`config.mk`:
```
export PLATFORM = sky130hd
export DESIGN_NAME = two_button_debounce_autorepeat
export DESIGN_NICKNAME = d
export VERILOG_FILES = /design/src/rtl/core/tbdar_pkg.sv /design/src/rtl/core/tbdar_lane.sv /design/src/rtl/core/tbdar_merge.sv /design/src/rtl/core/two_button_debounce_autorepeat.sv
export SDC_FILE = /design/constraint.sdc
export NUM_CORES = 1
export LEC_CHECK = 0
export ABC_AREA = 1
export ABC_CLOCK_PERIOD_IN_PS = 3650
export BUFFER_PORTS_ARGS = -buffer_cell sky130_fd_sc_hd__buf_2
export CELL_PAD_IN_SITES_DETAIL_PLACEMENT = 1
export CELL_PAD_IN_SITES_GLOBAL_PLACEMENT = 1
export CORE_MARGIN = 5
export CORE_UTILIZATION = 45
export CTS_CLUSTER_SIZE = 24
export DETAILED_ROUTE_END_ITERATION = 10
export PLACE_DENSITY_LB_ADDON = 0.1
export SLEW_MARGIN = 15
export SYNTH_ARGS = -nofsm -noshare
export SYNTH_HDL_FRONTEND = slang
export SYNTH_HIERARCHICAL = 1
export SYNTH_SLANG_ARGS = --single-unit
```
`constraint.sdc`:
```
create_clock -name clk_i -period 3.65 [get_ports clk_i]
set_input_delay 0.5475 -clock clk_i [delete_from_list [all_inputs] [get_ports clk_i]]
set_output_delay 0.5475 -clock clk_i [all_outputs]
set_load 0.05 [all_outputs]
```
`src/rtl/core/tbdar_pkg.sv`:
```
// Package for the two-switch debounce block: phase codes, widths and the
// per-switch state record shared by the lane, merge and top-level modules.
// Depends on nothing.
`default_nettype none

package tbdar_pkg;

  localparam int unsigned CountW = 16;
  localparam int unsigned PhaseW = 2;
  localparam int unsigned CfgIdxW = 1;

  localparam logic [PhaseW-1:0] PH_RELEASED   = 2'd0;
  localparam logic [PhaseW-1:0] PH_SETTLE_ON  = 2'd1;
  localparam logic [PhaseW-1:0] PH_HELD       = 2'd2;
  localparam logic [PhaseW-1:0] PH_SETTLE_OFF = 2'd3;

  localparam logic [CfgIdxW-1:0] CFG_SETTLE = 1'd0;
  localparam logic [CfgIdxW-1:0] CFG_REPEAT = 1'd1;

  localparam logic [CountW-1:0] SETTLE_RESET = 16'd80;
  localparam logic [CountW-1:0] REPEAT_RESET = 16'd500;

  typedef struct packed {
    logic [PhaseW-1:0] phase;
    logic [CountW-1:0] count;
  } sw_state_t;

  typedef struct packed {
    sw_state_t st;
    logic      event_hit;
  } lane_res_t;

endpackage

`default_nettype wire

```
`src/rtl/core/tbdar_lane.sv`:
```
// One switch lane: steps the four-phase debounce machine for one tick.
// Uses tbdar_pkg for phase codes and the state record.
`default_nettype none

module tbdar_lane
  import tbdar_pkg::*;
(
  input  sw_state_t         cur_i,
  input  logic              pressed_i,
  input  logic [CountW-1:0] settle_ticks_i,
  input  logic [CountW-1:0] repeat_ticks_i,
  output lane_res_t         res_o
);

  logic [CountW-1:0] dec;

  assign dec = cur_i.count - CountW'(1);

  always_comb begin
    res_o.st        = cur_i;
    res_o.event_hit = 1'b0;
    unique case (cur_i.phase)
      PH_RELEASED: begin
        if (pressed_i) begin
          res_o.st.phase = PH_SETTLE_ON;
          res_o.st.count = settle_ticks_i;
        end
      end
      PH_SETTLE_ON: begin
        res_o.st.count = dec;
        if (dec == '0) begin
          res_o.event_hit = 1'b1;
          res_o.st.phase  = PH_HELD;
          res_o.st.count  = repeat_ticks_i;
        end
      end
      PH_HELD: begin
        if (!pressed_i) begin
          res_o.st.phase = PH_SETTLE_OFF;
          res_o.st.count = settle_ticks_i;
        end else begin
          res_o.st.count = dec;
          if (dec == '0) begin
            res_o.event_hit = 1'b1;
            res_o.st.count  = repeat_ticks_i;
          end
        end
      end
      default: begin
        res_o.st.count = dec;
        if (dec == '0) begin
          res_o.st.phase = PH_RELEASED;
        end
      end
    endcase
  end

endmodule

`default_nettype wire

```
`src/rtl/core/tbdar_merge.sv`:
```
// Merging stage: a switch still settling its press takes over the other
// switch's state and reports an event when the other switch fires.
// Uses tbdar_pkg for phase codes and the lane result record.
`default_nettype none

module tbdar_merge
  import tbdar_pkg::*;
(
  input  lane_res_t first_i,
  input  lane_res_t second_i,
  output lane_res_t first_o,
  output lane_res_t second_o
);

  lane_res_t first_m;

  always_comb begin
    first_m = first_i;
    if (first_i.st.phase == PH_SETTLE_ON && second_i.event_hit) begin
      first_m.event_hit = 1'b1;
      first_m.st        = second_i.st;
    end
    second_o = second_i;
    if (second_i.st.phase == PH_SETTLE_ON && first_m.event_hit) begin
      second_o.event_hit = 1'b1;
      second_o.st        = first_m.st;
    end
    first_o = first_m;
  end

endmodule

`default_nettype wire

```
`src/rtl/core/two_button_debounce_autorepeat.sv`:
```
// Top level of the two-switch debounce and auto-repeat block.
// Uses tbdar_pkg, tbdar_lane (two copies) and tbdar_merge.
// Each accepted item is one millisecond tick carrying both switch levels and
// yields exactly one result item with the two push events. Both lanes and the
// merge are combinational; the result lands in a one-entry output register,
// refilled in the same cycle it is taken, so one item per cycle is sustained
// while the output does not stall. Settle and repeat times are to be written
// through the configuration port while the block is idle; it does not check.
`default_nettype none

module two_button_debounce_autorepeat
  import tbdar_pkg::*;
(
  input  logic               clk_i,
  input  logic               rst_ni,
  input  logic               in_valid_i,
  output logic               in_stall_o,
  input  logic               first_pressed_i,
  input  logic               second_pressed_i,
  output logic               out_valid_o,
  input  logic               out_stall_i,
  output logic               first_event_o,
  output logic               second_event_o,
  input  logic               cfg_we_i,
  input  logic [CfgIdxW-1:0] cfg_idx_i,
  input  logic [CountW-1:0]  cfg_data_i
);

  logic [CountW-1:0] settle_q;
  logic [CountW-1:0] repeat_q;
  sw_state_t         first_q;
  sw_state_t         second_q;
  logic              out_valid_q;
  logic              first_ev_q;
  logic              second_ev_q;
  logic              accept;
  lane_res_t         first_step;
  lane_res_t         second_step;
  lane_res_t         first_d;
  lane_res_t         second_d;

  assign in_stall_o = out_valid_q && out_stall_i;
  assign accept     = in_valid_i && !in_stall_o;

  tbdar_lane u_lane_first (
    .cur_i          (first_q),
    .pressed_i      (first_pressed_i),
    .settle_ticks_i (settle_q),
    .repeat_ticks_i (repeat_q),
    .res_o          (first_step)
  );

  tbdar_lane u_lane_second (
    .cur_i          (second_q),
    .pressed_i      (second_pressed_i),
    .settle_ticks_i (settle_q),
    .repeat_ticks_i (repeat_q),
    .res_o          (second_step)
  );

  tbdar_merge u_merge (
    .first_i  (first_step),
    .second_i (second_step),
    .first_o  (first_d),
    .second_o (second_d)
  );

  always_ff @(posedge clk_i or negedge rst_ni) begin
    if (!rst_ni) begin
      settle_q <= SETTLE_RESET;
      repeat_q <= REPEAT_RESET;
    end else if (cfg_we_i) begin
      unique case (cfg_idx_i)
        CFG_SETTLE: settle_q <= cfg_data_i;
        CFG_REPEAT: repeat_q <= cfg_data_i;
        default: ;
      endcase
    end
  end

  always_ff @(posedge clk_i or negedge rst_ni) begin
    if (!rst_ni) begin
      first_q     <= '{phase: PH_RELEASED, count: '0};
      second_q    <= '{phase: PH_RELEASED, count: '0};
      out_valid_q <= 1'b0;
    end else begin
      if (accept) begin
        first_q     <= first_d.st;
        second_q    <= second_d.st;
        out_valid_q <= 1'b1;
      end else if (!out_stall_i) begin
        out_valid_q <= 1'b0;
      end
    end
  end

  always_ff @(posedge clk_i) begin
    if (accept) begin
      first_ev_q  <= first_d.event_hit;
      second_ev_q <= second_d.event_hit;
    end
  end

  assign out_valid_o    = out_valid_q;
  assign first_event_o  = first_ev_q;
  assign second_event_o = second_ev_q;

endmodule

`default_nettype wire

```
Yosys cells after proc, flatten, opt, wreduce, memory -nomap -nowiden
Cells that the tools add are included.

word-level totals
  register bits = 71
  latch bits = 0
  bits in writable memories = 0
  bits in read-only memories = 0
  input bits = 24
  output and inout port bits = 4
  logic and storage cells = 52
  memories kept = 0

cells by class
  add/sub/neg operators = 2
  multiply operators = 0
  div/mod/pow operators = 0
  magnitude comparators = 0
  eq/ne operators = 7
  shift operators = 0
  muxes and demuxes = 22
  bitwise logic cells = 1
  reduce and logical (&&, ||, !) cells = 11

operators with widths
  operator                                                              count
  18-bit one-hot mux with 3 select lines                                2
  19-bit 2-to-1 mux                                                     4
  18-bit 2-to-1 mux                                                     2
  17-bit 2-to-1 mux                                                     2
  16-bit zero test                                                      2
  16-bit 2-to-1 mux                                                     2
  16-bit by 1-bit subtractor with 16-bit output, second input constant  2
  2-bit by 1-bit == test with 1-bit output, second input constant       4
  2-bit 2-to-1 mux                                                      4
  2-bit == test, second input constant                                  2
  1-bit logical AND                                                     4
  2-bit zero test                                                       2
  1-bit 2-to-1 mux                                                      4
  1-bit one-hot mux with 2 select lines                                 2
  2-bit AND reduction                                                   2
  2-bit by 1-bit != test with 1-bit output, second input constant       1
  1-bit zero test                                                       1
  1-bit inverter                                                        1

Logic depth before layout (Yosys ltp)
Gate-level depths: netlist of run 1.

  depth after elaboration = 10
  depth in mapped cells = 24
  gate-level depth less buffers = 22

By module
Netlist of run 1, hierarchy kept.

modules (own cells, without submodules)
  module                          times used  cells each  area each (um2)  seq. area each (um2)
  two_button_debounce_autorepeat  1           304         2840.2           1796.7
  tbdar_lane at u_lane_second     1           341         1690.4           0.0
  tbdar_lane at u_lane_first      1           346         1600.3           0.0
  tbdar_merge                     1           122         575.6            0.0

Worst setup path before layout of run 1
Ideal clock, no wire load.

  kind = flip-flop to flip-flop
  start point = register first_q[0] (netlist name)
  end point = register second_ev_q (netlist: second_event_o), data pin
  library setup time = 0.253 ns
  data arrival time = 2.554 ns
  required time = 3.397 ns
  slack = 0.843 ns
  stages on the path, launching flop included = 21
  buffers on the path = 2
  period minus slack after synthesis = 2.807 ns
  cells stage by stage = dfrtp_1 -> inv_2 -> ha_1 -> xnor2_1 -> nand2_1 -> nor2_1 -> nand2_1 -> nor2_1 -> nand2_1 -> nor2_4 -> nand2_4 -> buf_6 -> nand2_1 -> o21ai_1 -> a21oi_1 -> inv_4 -> nand3_4 -> nand2_2 -> nand2_4 -> buf_6 -> nand2_1

RTL lines
  what                    RTL line                               RTL
  from (decl)             two_button_debounce_autorepeat.sv:31   sw_state_t first_q;
  from (signal assigned)  two_button_debounce_autorepeat.sv:83   first_q <= '{phase: PH_RELEASED, count: '0};
  from (signal assigned)  two_button_debounce_autorepeat.sv:88   first_q <= first_d.st;
  to (signal assigned)    two_button_debounce_autorepeat.sv:100  second_ev_q <= second_d.event_hit;
  to (decl)               two_button_debounce_autorepeat.sv:35   logic second_ev_q;

==> flow_summary.yaml, run 1 <==
status:
  status: "finished, final reports clean"
worst_setup_path:
  cp-end-kind: "flop"
  endpoint_of_the_most_critical_register_to_register_path: "second_q[11]$_DFFE_PN0P_"
  worst_ep_required_time_ns: 3.93
  slowest_stage: "sky130_fd_sc_hd__a21oi_4"
  crit_start_category: "flop"
  critical_path_peak_fanout: 19
  cpPeakStageDelay_ns: 0.46
  critPathMostFrequentCell: "sky130_fd_sc_hd__nand2_1"
  worst-endpoint-arrival_ns: 3.68
  reg2regPathDepth: 19
  ff2ff_setup_slack_ns: 0.24
  path_cells: "inv_2, ha_1, xnor2_1, nand2_1, nor2_1, nand2_1, nor2_1, nand2_1, nor2_4, nand2_4, a21oi_1, a21oi_1, inv_4, nand3_4, a21oi_4, nand2_1, nand2_1, nand3_1, nand2_1"
  critical_path.reg2reg.startpoint: "first_q[0]$_DFFE_PN0P_"
  critPathKind: "flop to flop"
sta:
  worstMarginPinSlew_ns: 0.946
  achievable-frequency_mhz: 293
  postLayoutSetupSlackWorst_ns: 0.241
  number_of_slew_limit_violations_in_the_final_report: 0
  maxSlewHeadroom: 0.369
  fin_skew_ns: 0.0110
  rsz_0062_raised_after_global_routing: "false"
  finalHoldViolations: 0
  setup_viol: 0
  final.setup.tns_ns: 0
  min_period_over_period: 0.934
  worst_hold_slack_ns: 0.326
  timing.final.crit_period_ns: 3.41
synth:
  synthCells: 1113
  ys_types: 41
  ys.flop_type: "sky130_fd_sc_hd__dfrtp_1"
  ys_ff_latch: 71
  net_count_after_synthesis: 1149
  yosys_warnings: 6
  syn_area_per_cell_um2: 6.03
  number_of_synthesized_flops_with_an_enable_pin: 2
  syn_area_mm2: 0.00671
  ys_async_rst_share: 0.972
  synth_seq_area_share: 0.268
cells_and_area:
  syn2layout_area_growth_pct: 7.69
  filler_cell_count: 2047
  multi_input_area_mm2: 0.00415
  final_layout_size_suffix_gt1_frac: 0.111
  antenna_cells: 0
  layout.area.seq_mm2: 0.00180
  layout_commonest_cell: "sky130_fd_sc_hd__nand2_1"
  num-nets-final: 1152
  most_frequent_cells_in_the_layout: "464 x sky130_fd_sc_hd__nand2_1, 100 x sky130_fd_sc_hd__inv_1, 90 x sky130_fd_sc_hd__nand3_1, 74 x sky130_fd_sc_hd__o21ai_0, 66 x sky130_fd_sc_hd__nor2_1"
detailed_routing:
  route.vias.total: 7405
  drt-vias-per-instance: 5.67
  avgRoutedWirePerCell_um: 19.7
  post_route_ant_nets: 0
  detail_route.first_pass.iterations: 5
  drc: 0
  drt_initial_violations: 631
  m1WireLength_mm: 12.1
  routed-wl-met3_mm: 1.35
  met2_wirelength_mm: 11.6
  top_signal_layer_used: "met4"
  drt-total-wl_mm: 25.8
die:
  ios: 28
  die_span_in_x_um: 132
  die-area_mm2: 0.0174
  core.rowCount: 44
  fp.dieH_um: 132
  initial_core_util: 0.460
  core_area_mm2: 0.0146
power_and_ir_drop:
  power_switching_share: 0.556
  power.sequential.fraction: 0.214
  power.switching_mw: 3.70
  clockPowerShare: 0.151
  combinational_fraction_of_design_power: 0.635
  p_leak_nw: 3.96
  power.density_cell_area_mw_per_mm2: 921
  total_power_mw: 6.65
  p_int_mw: 2.96
  peakVddDrop_mv: 0.366
clock_network:
  clock_root_buffer: "sky130_fd_sc_hd__clkbuf_16"
  cts_post_setup_buffers_inserted: 0
  clk_transition_reported_paths_ns: 0.07
  tritoncts_sink_count: 71
  cts_buffers: 9
  cts_tree: "yes"
  worstSkewPairLatency_ns: 0.35
  number_of_hold_buffers_added_after_cts: 0
  clockBufferDepth: 2
  post_cts_resized: 0
  cts_htree_levels: 3
place:
  weighted_congestion_reported_at_the_end_of_routability_driven_placement: 0.964
  numPortBuffers: 27
  dpl.hpwl_mm: 19.3
  dp_slack_ns: 0.381
worst_hold_path:
  timing.hold.worst.class: "input port to async pin"
grt:
  global_route.overflow_total: 0
  initial_antenna_violation_count: 0
  grt_usage: 0.291
  grt_pass1_wl_mm: 40.4
  grt_pass1_vias: 7080
  grt_start_max_net_pins: 70
run:
  max-cap-violations: 0
==> metrics by stage <==
| step | area [um^2] | instances | utilization |
|---|---|---|---|
| floorplan | 6710 | 1113 | - |
| global placement | 6890 | 1289 | 0.472 |
| detailed placement | 6890 | 1289 | 0.472 |
| CTS | 7220 | 1305 | 0.495 |
| global route | 7220 | 1305 | 0.495 |
| finish | 7220 | 1305 | 0.495 |
==> critical path: cells and delay by family (launching register included) <==
kind,cells,cell delay (ns)
DFF,1,0.43
xor gates and xnor gates,1,0.29
adders and majority gates,1,0.29
AOI/OAI and AO/OA,3,0.68
and+or+nand+nor,12,1.35
buffers and inverters,2,0.27
==> cells by family after synthesis <==
| family | Yosys count | share of synthesized area |
|---|---|---|
| buffers and inverters | 166 | 0.114 |
| adder cells (fa/ha/maj) | 12 | 0.0224 |
| XOR/XNOR | 3 | 0.00392 |
| AO/OA/AOI/OAI | 160 | 0.132 |
| flip-flops | 71 | 0.268 |
| AND/OR/NAND/NOR | 701 | 0.460 |
==> synth_stat cells, types with 8 or more instances <==
cell                       number  share of area
sky130_fd_sc_hd__buf_2         10         0.0075
sky130_fd_sc_hd__inv_2          8         0.0045
sky130_fd_sc_hd__nand2_2       10         0.0093
sky130_fd_sc_hd__dfstp_2        8          0.031
sky130_fd_sc_hd__nand4_1       27          0.025
sky130_fd_sc_hd__ha_1          12          0.022
sky130_fd_sc_hd__buf_4         11          0.012
sky130_fd_sc_hd__inv_1        100          0.056
sky130_fd_sc_hd__and3_1        10         0.0093
sky130_fd_sc_hd__dfrtp_1       61           0.23
sky130_fd_sc_hd__a21oi_1       53          0.040
sky130_fd_sc_hd__o21ai_0       75          0.056
sky130_fd_sc_hd__buf_6         11          0.018
sky130_fd_sc_hd__o21ai_1       11         0.0082
sky130_fd_sc_hd__nor2_1        66          0.037
sky130_fd_sc_hd__nand3_1       90          0.067
sky130_fd_sc_hd__nand2_1      464           0.26
sky130_fd_sc_hd__clkbuf_1      21          0.012
==> area by class of cell <==
cell class | instances | share of cell area
Clock inverter | 6 | 0.0128
Tap cell | 184 | 0.0319
Clock buffer | 10 | 0.0331
Inverter | 110 | 0.0575
Sequential cell | 71 | 0.249
Multi-Input combinational cell | 876 | 0.575
Timing Repair Buffer | 48 | 0.0409
==> worst max-delay path by stage <==
stage | startpoint | end | slack, ns | depth (start not counted)
6_report | first_q[0]$_DFFE_PN0P_ | second_q[11]$_DFFE_PN0P_ | 0.24 | 19
5_1_grt | first_q[0]$_DFFE_PN0P_ | second_q[0]$_DFFE_PN0P_ | 0.001 | 20
3_3_place_gp | first_q[0]$_DFFE_PN0P_ | second_q[0]$_DFFE_PN0P_ | 0.50 | 19
4_1_cts | first_q[0]$_DFFE_PN0P_ | second_q[11]$_DFFE_PN0P_ | 0.33 | 19
3_5_place_dp | first_q[0]$_DFFE_PN0P_ | second_q[0]$_DFFE_PN0P_ | 0.38 | 19
2_1_floorplan | first_q[0]$_DFFE_PN0P_ | second_event_o$_DFFE_PP_ | 0.84 | 20
==> power groups by stage <==
stage	clock (mW)	combinational [mW]	sequential [mW]
5_1_grt	1.05	4.67	1.45
2_1_floorplan	0	3.05	1.23
3_3_place_gp	0	4.05	1.42
3_5_place_dp	0	4.12	1.42
6_report	1.01	4.22	1.42
4_1_cts	1.01	4.15	1.42
==> sequential cells by signal, indices dropped and copies added, names as in the netlist <==
register and flops:
first_q 18, second_q 18, repeat_q 16, settle_q 16
first_event_o 1, out_valid_o 1, second_event_o 1
==> metal layers <==
layer  GRT usage  vias to the layer above
li1            -                     3560
met1       0.424                     3621
met2       0.448                      187
met3      0.0420                       37
met4      0.0829                        0
met5           0                        -
Power figures use the tool's default switching activity.
==> inputs of run 2 (changes only) <==
==> constraint.sdc (replaced) <==
create_clock -name clk_i -period 3.65 [get_ports clk_i]
set_input_delay 0.1825 -clock clk_i [delete_from_list [all_inputs] [get_ports clk_i]]
set_output_delay 0.1825 -clock clk_i [all_outputs]
set_load 0.05 [all_outputs]
==> flow_summary.yaml, run 2 (synthesis gave the netlist of run 1 again) <==
die:
  ios: 28
  die-area_mm2: 0.0174
  fp.dieH_um: 132
  core_area_mm2: 0.0146
  die_span_in_x_um: 132
  initial_core_util: 0.460
  core.rowCount: 44
power_and_ir_drop:
  p_leak_nw: 3.97
  clockPowerShare: 0.156
  power.density_cell_area_mw_per_mm2: 917
  power.switching_mw: 3.64
  power_switching_share: 0.547
  p_int_mw: 3.01
  power.sequential.fraction: 0.214
  combinational_fraction_of_design_power: 0.630
  total_power_mw: 6.65
  peakVddDrop_mv: 0.368
detailed_routing:
  post_route_ant_nets: 0
  avgRoutedWirePerCell_um: 19.8
  route.vias.total: 7463
  drt_initial_violations: 651
  drc: 0
  top_signal_layer_used: "met4"
  m1WireLength_mm: 11.7
  drt-vias-per-instance: 5.72
  drt-total-wl_mm: 25.8
  routed-wl-met3_mm: 1.56
  met2_wirelength_mm: 11.6
  detail_route.first_pass.iterations: 5
cells_and_area:
  final_layout_size_suffix_gt1_frac: 0.111
  syn2layout_area_growth_pct: 8.10
  stdcell_area_mm2: 0.00725
  layout_commonest_cell: "sky130_fd_sc_hd__nand2_1"
  num-nets-final: 1152
  antenna_cells: 0
  most_frequent_cells_in_the_layout: "464 x sky130_fd_sc_hd__nand2_1, 100 x sky130_fd_sc_hd__inv_1, 90 x sky130_fd_sc_hd__nand3_1, 74 x sky130_fd_sc_hd__o21ai_0, 66 x sky130_fd_sc_hd__nor2_1"
  layout.area.seq_mm2: 0.00180
  final_cell_count_no_fill: 1305
  filler_cell_count: 2053
  multi_input_area_mm2: 0.00416
  biggestRegsByFlops: "first_q x18, second_q x18"
worst_setup_path:
  worst-endpoint-arrival_ns: 3.66
  crit_start_category: "flop"
  critical_path.reg2reg.startpoint: "first_q[0]$_DFFE_PN0P_"
  endpoint_of_the_most_critical_register_to_register_path: "second_q[17]$_DFFE_PN0P_"
  reg2regPathDepth: 19
  cp-end-kind: "flop"
  slowest_stage: "sky130_fd_sc_hd__dfrtp_1"
  cpPeakStageDelay_ns: 0.45
  ff2ff_setup_slack_ns: 0.27
  worst_ep_required_time_ns: 3.93
  critical_path_peak_fanout: 19
  critPathKind: "flop to flop"
  worst_path_dominant_cell_family: "simple AND/OR/NAND/NOR gates"
  timing.critical_path.buf_inv: 2
  setup.worst_path.start: "first_q[0]$_DFFE_PN0P_"
  critPathMostFrequentCell: "sky130_fd_sc_hd__nand2_1"
  path_cells: "inv_2, ha_1, xnor2_1, nand2_1, nor2_1, nand2_1, nor2_1, nand2_1, nor2_4, nand2_4, a21oi_1, a21oi_2, inv_4, nand3_4, nand2_2, nand2_4, o21ai_0, nand3_1, nand2_1"
grt:
  global_route.overflow_total: 0
  grt_usage: 0.288
  grt_pass1_wl_mm: 40.0
  grt_start_max_net_pins: 70
  grt_pass1_vias: 7030
  initial_antenna_violation_count: 0
clock_network:
  cts_htree_levels: 3
  clock_root_buffer: "sky130_fd_sc_hd__clkbuf_16"
  tritoncts_sink_count: 71
  worstSkewPairLatency_ns: 0.35
  cts_tree: "yes"
  number_of_hold_buffers_added_after_cts: 0
  clockBufferDepth: 2
  clk_transition_reported_paths_ns: 0.07
  cts_buffers: 9
sta:
  fin_skew_ns: 0.0106
  achievable-frequency_mhz: 296
  finalHoldViolations: 31
  timing.final.crit_period_ns: 3.38
  setup_viol: 0
  min_period_over_period: 0.925
  worstMarginPinSlew_ns: 0.914
  maxSlewHeadroom: 0.391
  final.setup.tns_ns: 0
  number_of_slew_limit_violations_in_the_final_report: 0
  rsz_0062_raised_after_global_routing: "false"
  worst_hold_slack_ns: -0.0399
place:
  numPortBuffers: 27
  weighted_congestion_reported_at_the_end_of_routability_driven_placement: 0.899
  placedCellCount: 1288
  placed_area_mm2: 0.00688
  dpl.hpwl_mm: 18.9
worst_hold_path:
  timing.hold.worst.class: "input port to async pin"
run:
  max-cap-violations: 0
status:
  status: "finished with violations"
  failing_checks: "hold timing"
==> run 2: changes by cell type in the layout (fill, tap and decap cells not counted) <==
cell / change
sky130_fd_sc_hd__clkinvlp_4: -1
sky130_fd_sc_hd__a21oi_2: +2
sky130_fd_sc_hd__clkbuf_1: +2
sky130_fd_sc_hd__buf_12: +1
sky130_fd_sc_hd__inv_6: -1
sky130_fd_sc_hd__clkbuf_8: -1
sky130_fd_sc_hd__a21oi_1: -2
sky130_fd_sc_hd__bufinv_16: +1
sky130_fd_sc_hd__buf_4: -1
==> run 2: layer usage <==
| layer | vias to the layer above | track usage |
|---|---|---|
| met3 | 43 | 0.0385 |
| met1 | 3612 | 0.406 |
| met5 | - | 0 |
| li1 | 3566 | - |
| met2 | 242 | 0.448 |
| met4 | 0 | 0.114 |
==> run 2: worst max-delay path by stage <==
stage,depth (start not counted),endpoint,slack [ns]
finish,19,second_q[17]$_DFFE_PN0P_,0.27
global placement,19,second_q[0]$_DFFE_PN0P_,0.40
floorplan,20,second_event_o$_DFFE_PP_,0.84
CTS,22,second_q[6]$_DFFE_PN0P_,0.24
global route,20,second_q[6]$_DFFE_PN0P_,0.09
detailed placement,19,second_q[9]$_DFFE_PN0P_,0.29
==> run 2: power groups by stage <==
stage | Sequential (mW) | Combinational, mW | Clock [mW]
CTS | 1.41 | 4.12 | 1.05
detailed placement | 1.42 | 4.09 | 0
global placement | 1.42 | 4.01 | 0
global route | 1.44 | 4.64 | 1.08
floorplan | 1.23 | 3.05 | 0
finish | 1.42 | 4.19 | 1.04
==> run 2: final cells by class <==
type	count	area share
Clock buffer	11	0.0321
Clock inverter	5	0.0147
Inverter	110	0.0573
Multi-Input combinational cell	876	0.574
Sequential cell	71	0.248
Tap cell	184	0.0318
Timing Repair Buffer	48	0.0425
==> run 2: what timing repair did <==
item                                    CTS  global route
endpoints found under the setup margin    0             4
endpoints found under the hold margin     0             0
resized for setup                         0             2
buffers inserted                          0             1
==> run 2: stage by stage <==
step | utilization | setup slack, ns
floorplan | - | 0.843
finish | 0.497 | 0.272
CTS | 0.495 | 0.244
global route | 0.497 | 0.0932
detailed placement | 0.472 | 0.292
global placement | 0.472 | 0.398
==> inputs of run 3 (changes only) <==
--- a/config.mk
+++ b/config.mk
@@ -14,7 +14,8 @@
 export CORE_UTILIZATION = 45
 export CTS_CLUSTER_SIZE = 24
 export DETAILED_ROUTE_END_ITERATION = 10
-export PLACE_DENSITY_LB_ADDON = 0.1
+export PLACE_DENSITY = 0.82
+export RECOVER_POWER = 25
 export SLEW_MARGIN = 15
 export SYNTH_ARGS = -nofsm -noshare
 export SYNTH_HDL_FRONTEND = slang
==> flow_summary.yaml, run 3 (synthesis gave the netlist of run 1 again) <==
status:
  status: "finished with violations"
  failing_checks: "capacitance limit, slew limit"
die:
  core.rowCount: 44
  die-area_mm2: 0.0174
  fp.dieH_um: 132
  die_span_in_x_um: 132
  ios: 28
  core_area_mm2: 0.0146
  initial_core_util: 0.460
grt:
  grt_usage: 0.289
  global_route.overflow_total: 0
  initial_antenna_violation_count: 0
  grt_start_max_net_pins: 43
  grt_pass1_wl_mm: 40.2
  grt_pass1_vias: 7347
cells_and_area:
  antenna_cells: 0
  layout_commonest_cell: "sky130_fd_sc_hd__nand2_1"
  most_frequent_cells_in_the_layout: "465 x sky130_fd_sc_hd__nand2_1, 100 x sky130_fd_sc_hd__inv_1, 90 x sky130_fd_sc_hd__nand3_1, 74 x sky130_fd_sc_hd__o21ai_0, 67 x sky130_fd_sc_hd__nor2_1"
  layout.area.seq_mm2: 0.00180
  num-nets-final: 1153
  biggestRegsByFlops: "first_q x18, second_q x18"
  filler_cell_count: 2085
  multi_input_area_mm2: 0.00415
  syn2layout_area_growth_pct: 7.18
  final_layout_size_suffix_gt1_frac: 0.107
detailed_routing:
  detail_route.first_pass.iterations: 5
  drt-vias-per-instance: 5.75
  route.vias.total: 7513
  post_route_ant_nets: 0
  drt-total-wl_mm: 25.4
  avgRoutedWirePerCell_um: 19.5
  drt_initial_violations: 693
  drc: 0
sta:
  number_of_slew_limit_violations_in_the_final_report: 29
  min_period_over_period: 0.903
  fin_skew_ns: 0.0104
  finalHoldViolations: 0
  achievable-frequency_mhz: 303
  timing.final.crit_period_ns: 3.30
  postLayoutSetupSlackWorst_ns: 0.353
  maxSlewHeadroom: -0.00620
  setup_viol: 0
  worstMarginPinSlew_ns: 1.51
  rsz_0062_raised_after_global_routing: "false"
  final.setup.tns_ns: 0
worst_setup_path:
  worst-endpoint-arrival_ns: 3.58
  ff2ff_setup_slack_ns: 0.35
  crit_start_category: "flop"
  reg2regPathDepth: 18
  setup.worst_path.start: "first_q[0]$_DFFE_PN0P_"
  cpPeakStageDelay_ns: 0.44
  critical_path.reg2reg.startpoint: "first_q[0]$_DFFE_PN0P_"
  critPathKind: "flop to flop"
  critical_path_peak_fanout: 19
  endpoint_of_the_most_critical_register_to_register_path: "second_q[17]$_DFFE_PN0P_"
  timing.critical_path.to: "second_q[17]$_DFFE_PN0P_"
  critPathMostFrequentCell: "sky130_fd_sc_hd__nand2_1"
  cp-end-kind: "flop"
  slowest_stage: "sky130_fd_sc_hd__dfrtp_1"
  path_cells: "inv_2, ha_1, nand2_2, nor2_2, nand2_1, nand2_1, nand2_1, nor3_4, nand2_4, a21oi_1, a21oi_2, inv_4, nand3_4, nand2_2, nand2_4, o21ai_0, nand3_1, nand2_1"
  worst_ep_required_time_ns: 3.93
place:
  dp_slack_ns: 0.313
  dpl.hpwl_mm: 19.0
  numPortBuffers: 27
  weighted_congestion_reported_at_the_end_of_routability_driven_placement: 0.931
clock_network:
  clk_transition_reported_paths_ns: 0.06
  clock_root_buffer: "sky130_fd_sc_hd__clkbuf_16"
  tritoncts_sink_count: 71
  cts_htree_levels: 3
  cts_buffers: 9
  worstSkewPairLatency_ns: 0.35
  cts_tree: "yes"
  clockBufferDepth: 2
power_and_ir_drop:
  total_power_mw: 6.51
  power.density_cell_area_mw_per_mm2: 905
  p_leak_nw: 3.94
  peakVddDrop_mv: 0.427
worst_hold_path:
  timing.hold.worst.class: "input port to flop"
run:
  max-cap-violations: 1
[run 3: layer usage]
| metal | vias up | global-route usage | wire length [um] |
|---|---|---|---|
| li1 | 3563 | - | - |
| met1 | 3627 | 0.403 | 11400 |
| met2 | 268 | 0.445 | 11500 |
| met3 | 55 | 0.0385 | 1500 |
| met4 | 0 | 0.134 | 1070 |
| met5 | - | 0 | 0 |
[run 3: cell type report]
class | count | share of cell area
clock inverter | 5 | 0.00801
inverter | 110 | 0.0578
clock buffer | 11 | 0.0338
tap | 184 | 0.0320
timing repair buffer | 49 | 0.0418
sequential | 71 | 0.250
multi-input combinational | 876 | 0.577
[run 3: report_power, final]
group          internal (mW)  switching (mW)  leakage (nW)
combinational           1.32            2.85          2.91
sequential              1.01           0.411         0.880
clock                  0.548           0.361         0.149
total                   2.88            3.63          3.94
[run 3: metrics by stage]
stage               cells  utilization  hold slack, ns  area [um^2]
finish               1306        0.493          0.0446         7190
floorplan            1113            -          -0.113         6710
global route         1306        0.493          0.0435         7190
global placement     1287        0.471           0.228         6870
CTS                  1304        0.492          0.0358         7180
detailed placement   1287        0.471           0.234         6870
[run 3: critical path: cells and delay by family (launching register included)]
family                   cells  cell delay [ns]
AO/OA/AOI/OAI                3             0.46
flip-flops                   1             0.44
AND/OR/NAND/NOR             12             1.72
adder cells (fa/ha/maj)      1             0.30
buffers and inverters        2             0.29
[run 3: worst min path at each step]
| stage | from | endpoint | slack [ns] | depth (start not counted) |
|---|---|---|---|---|
| 2_1_floorplan | rst_ni | first_q[0]$_DFFE_PN0P_ | -0.11 | 0 |
| 3_3_place_gp | rst_ni | settle_q[3]$_DFFE_PN0P_ | 0.23 | 1 |
| 3_5_place_dp | rst_ni | settle_q[3]$_DFFE_PN0P_ | 0.23 | 1 |
| 4_1_cts | cfg_data_i[4] | settle_q[4]$_DFFE_PN1P_ | 0.04 | 3 |
| 5_1_grt | cfg_data_i[4] | settle_q[4]$_DFFE_PN1P_ | 0.04 | 3 |
| 6_report | cfg_data_i[4] | settle_q[4]$_DFFE_PN1P_ | 0.04 | 3 |
[run 3: timing repair]
| item | CTS | global route |
|---|---|---|
| setup endpoints to repair | 0 | 17 |
| gates resized for setup | 0 | 2 |
| hold endpoints to repair | 19 | 0 |
| setup buffers | 0 | 2 |
| hold buffers | 1 | 0 |
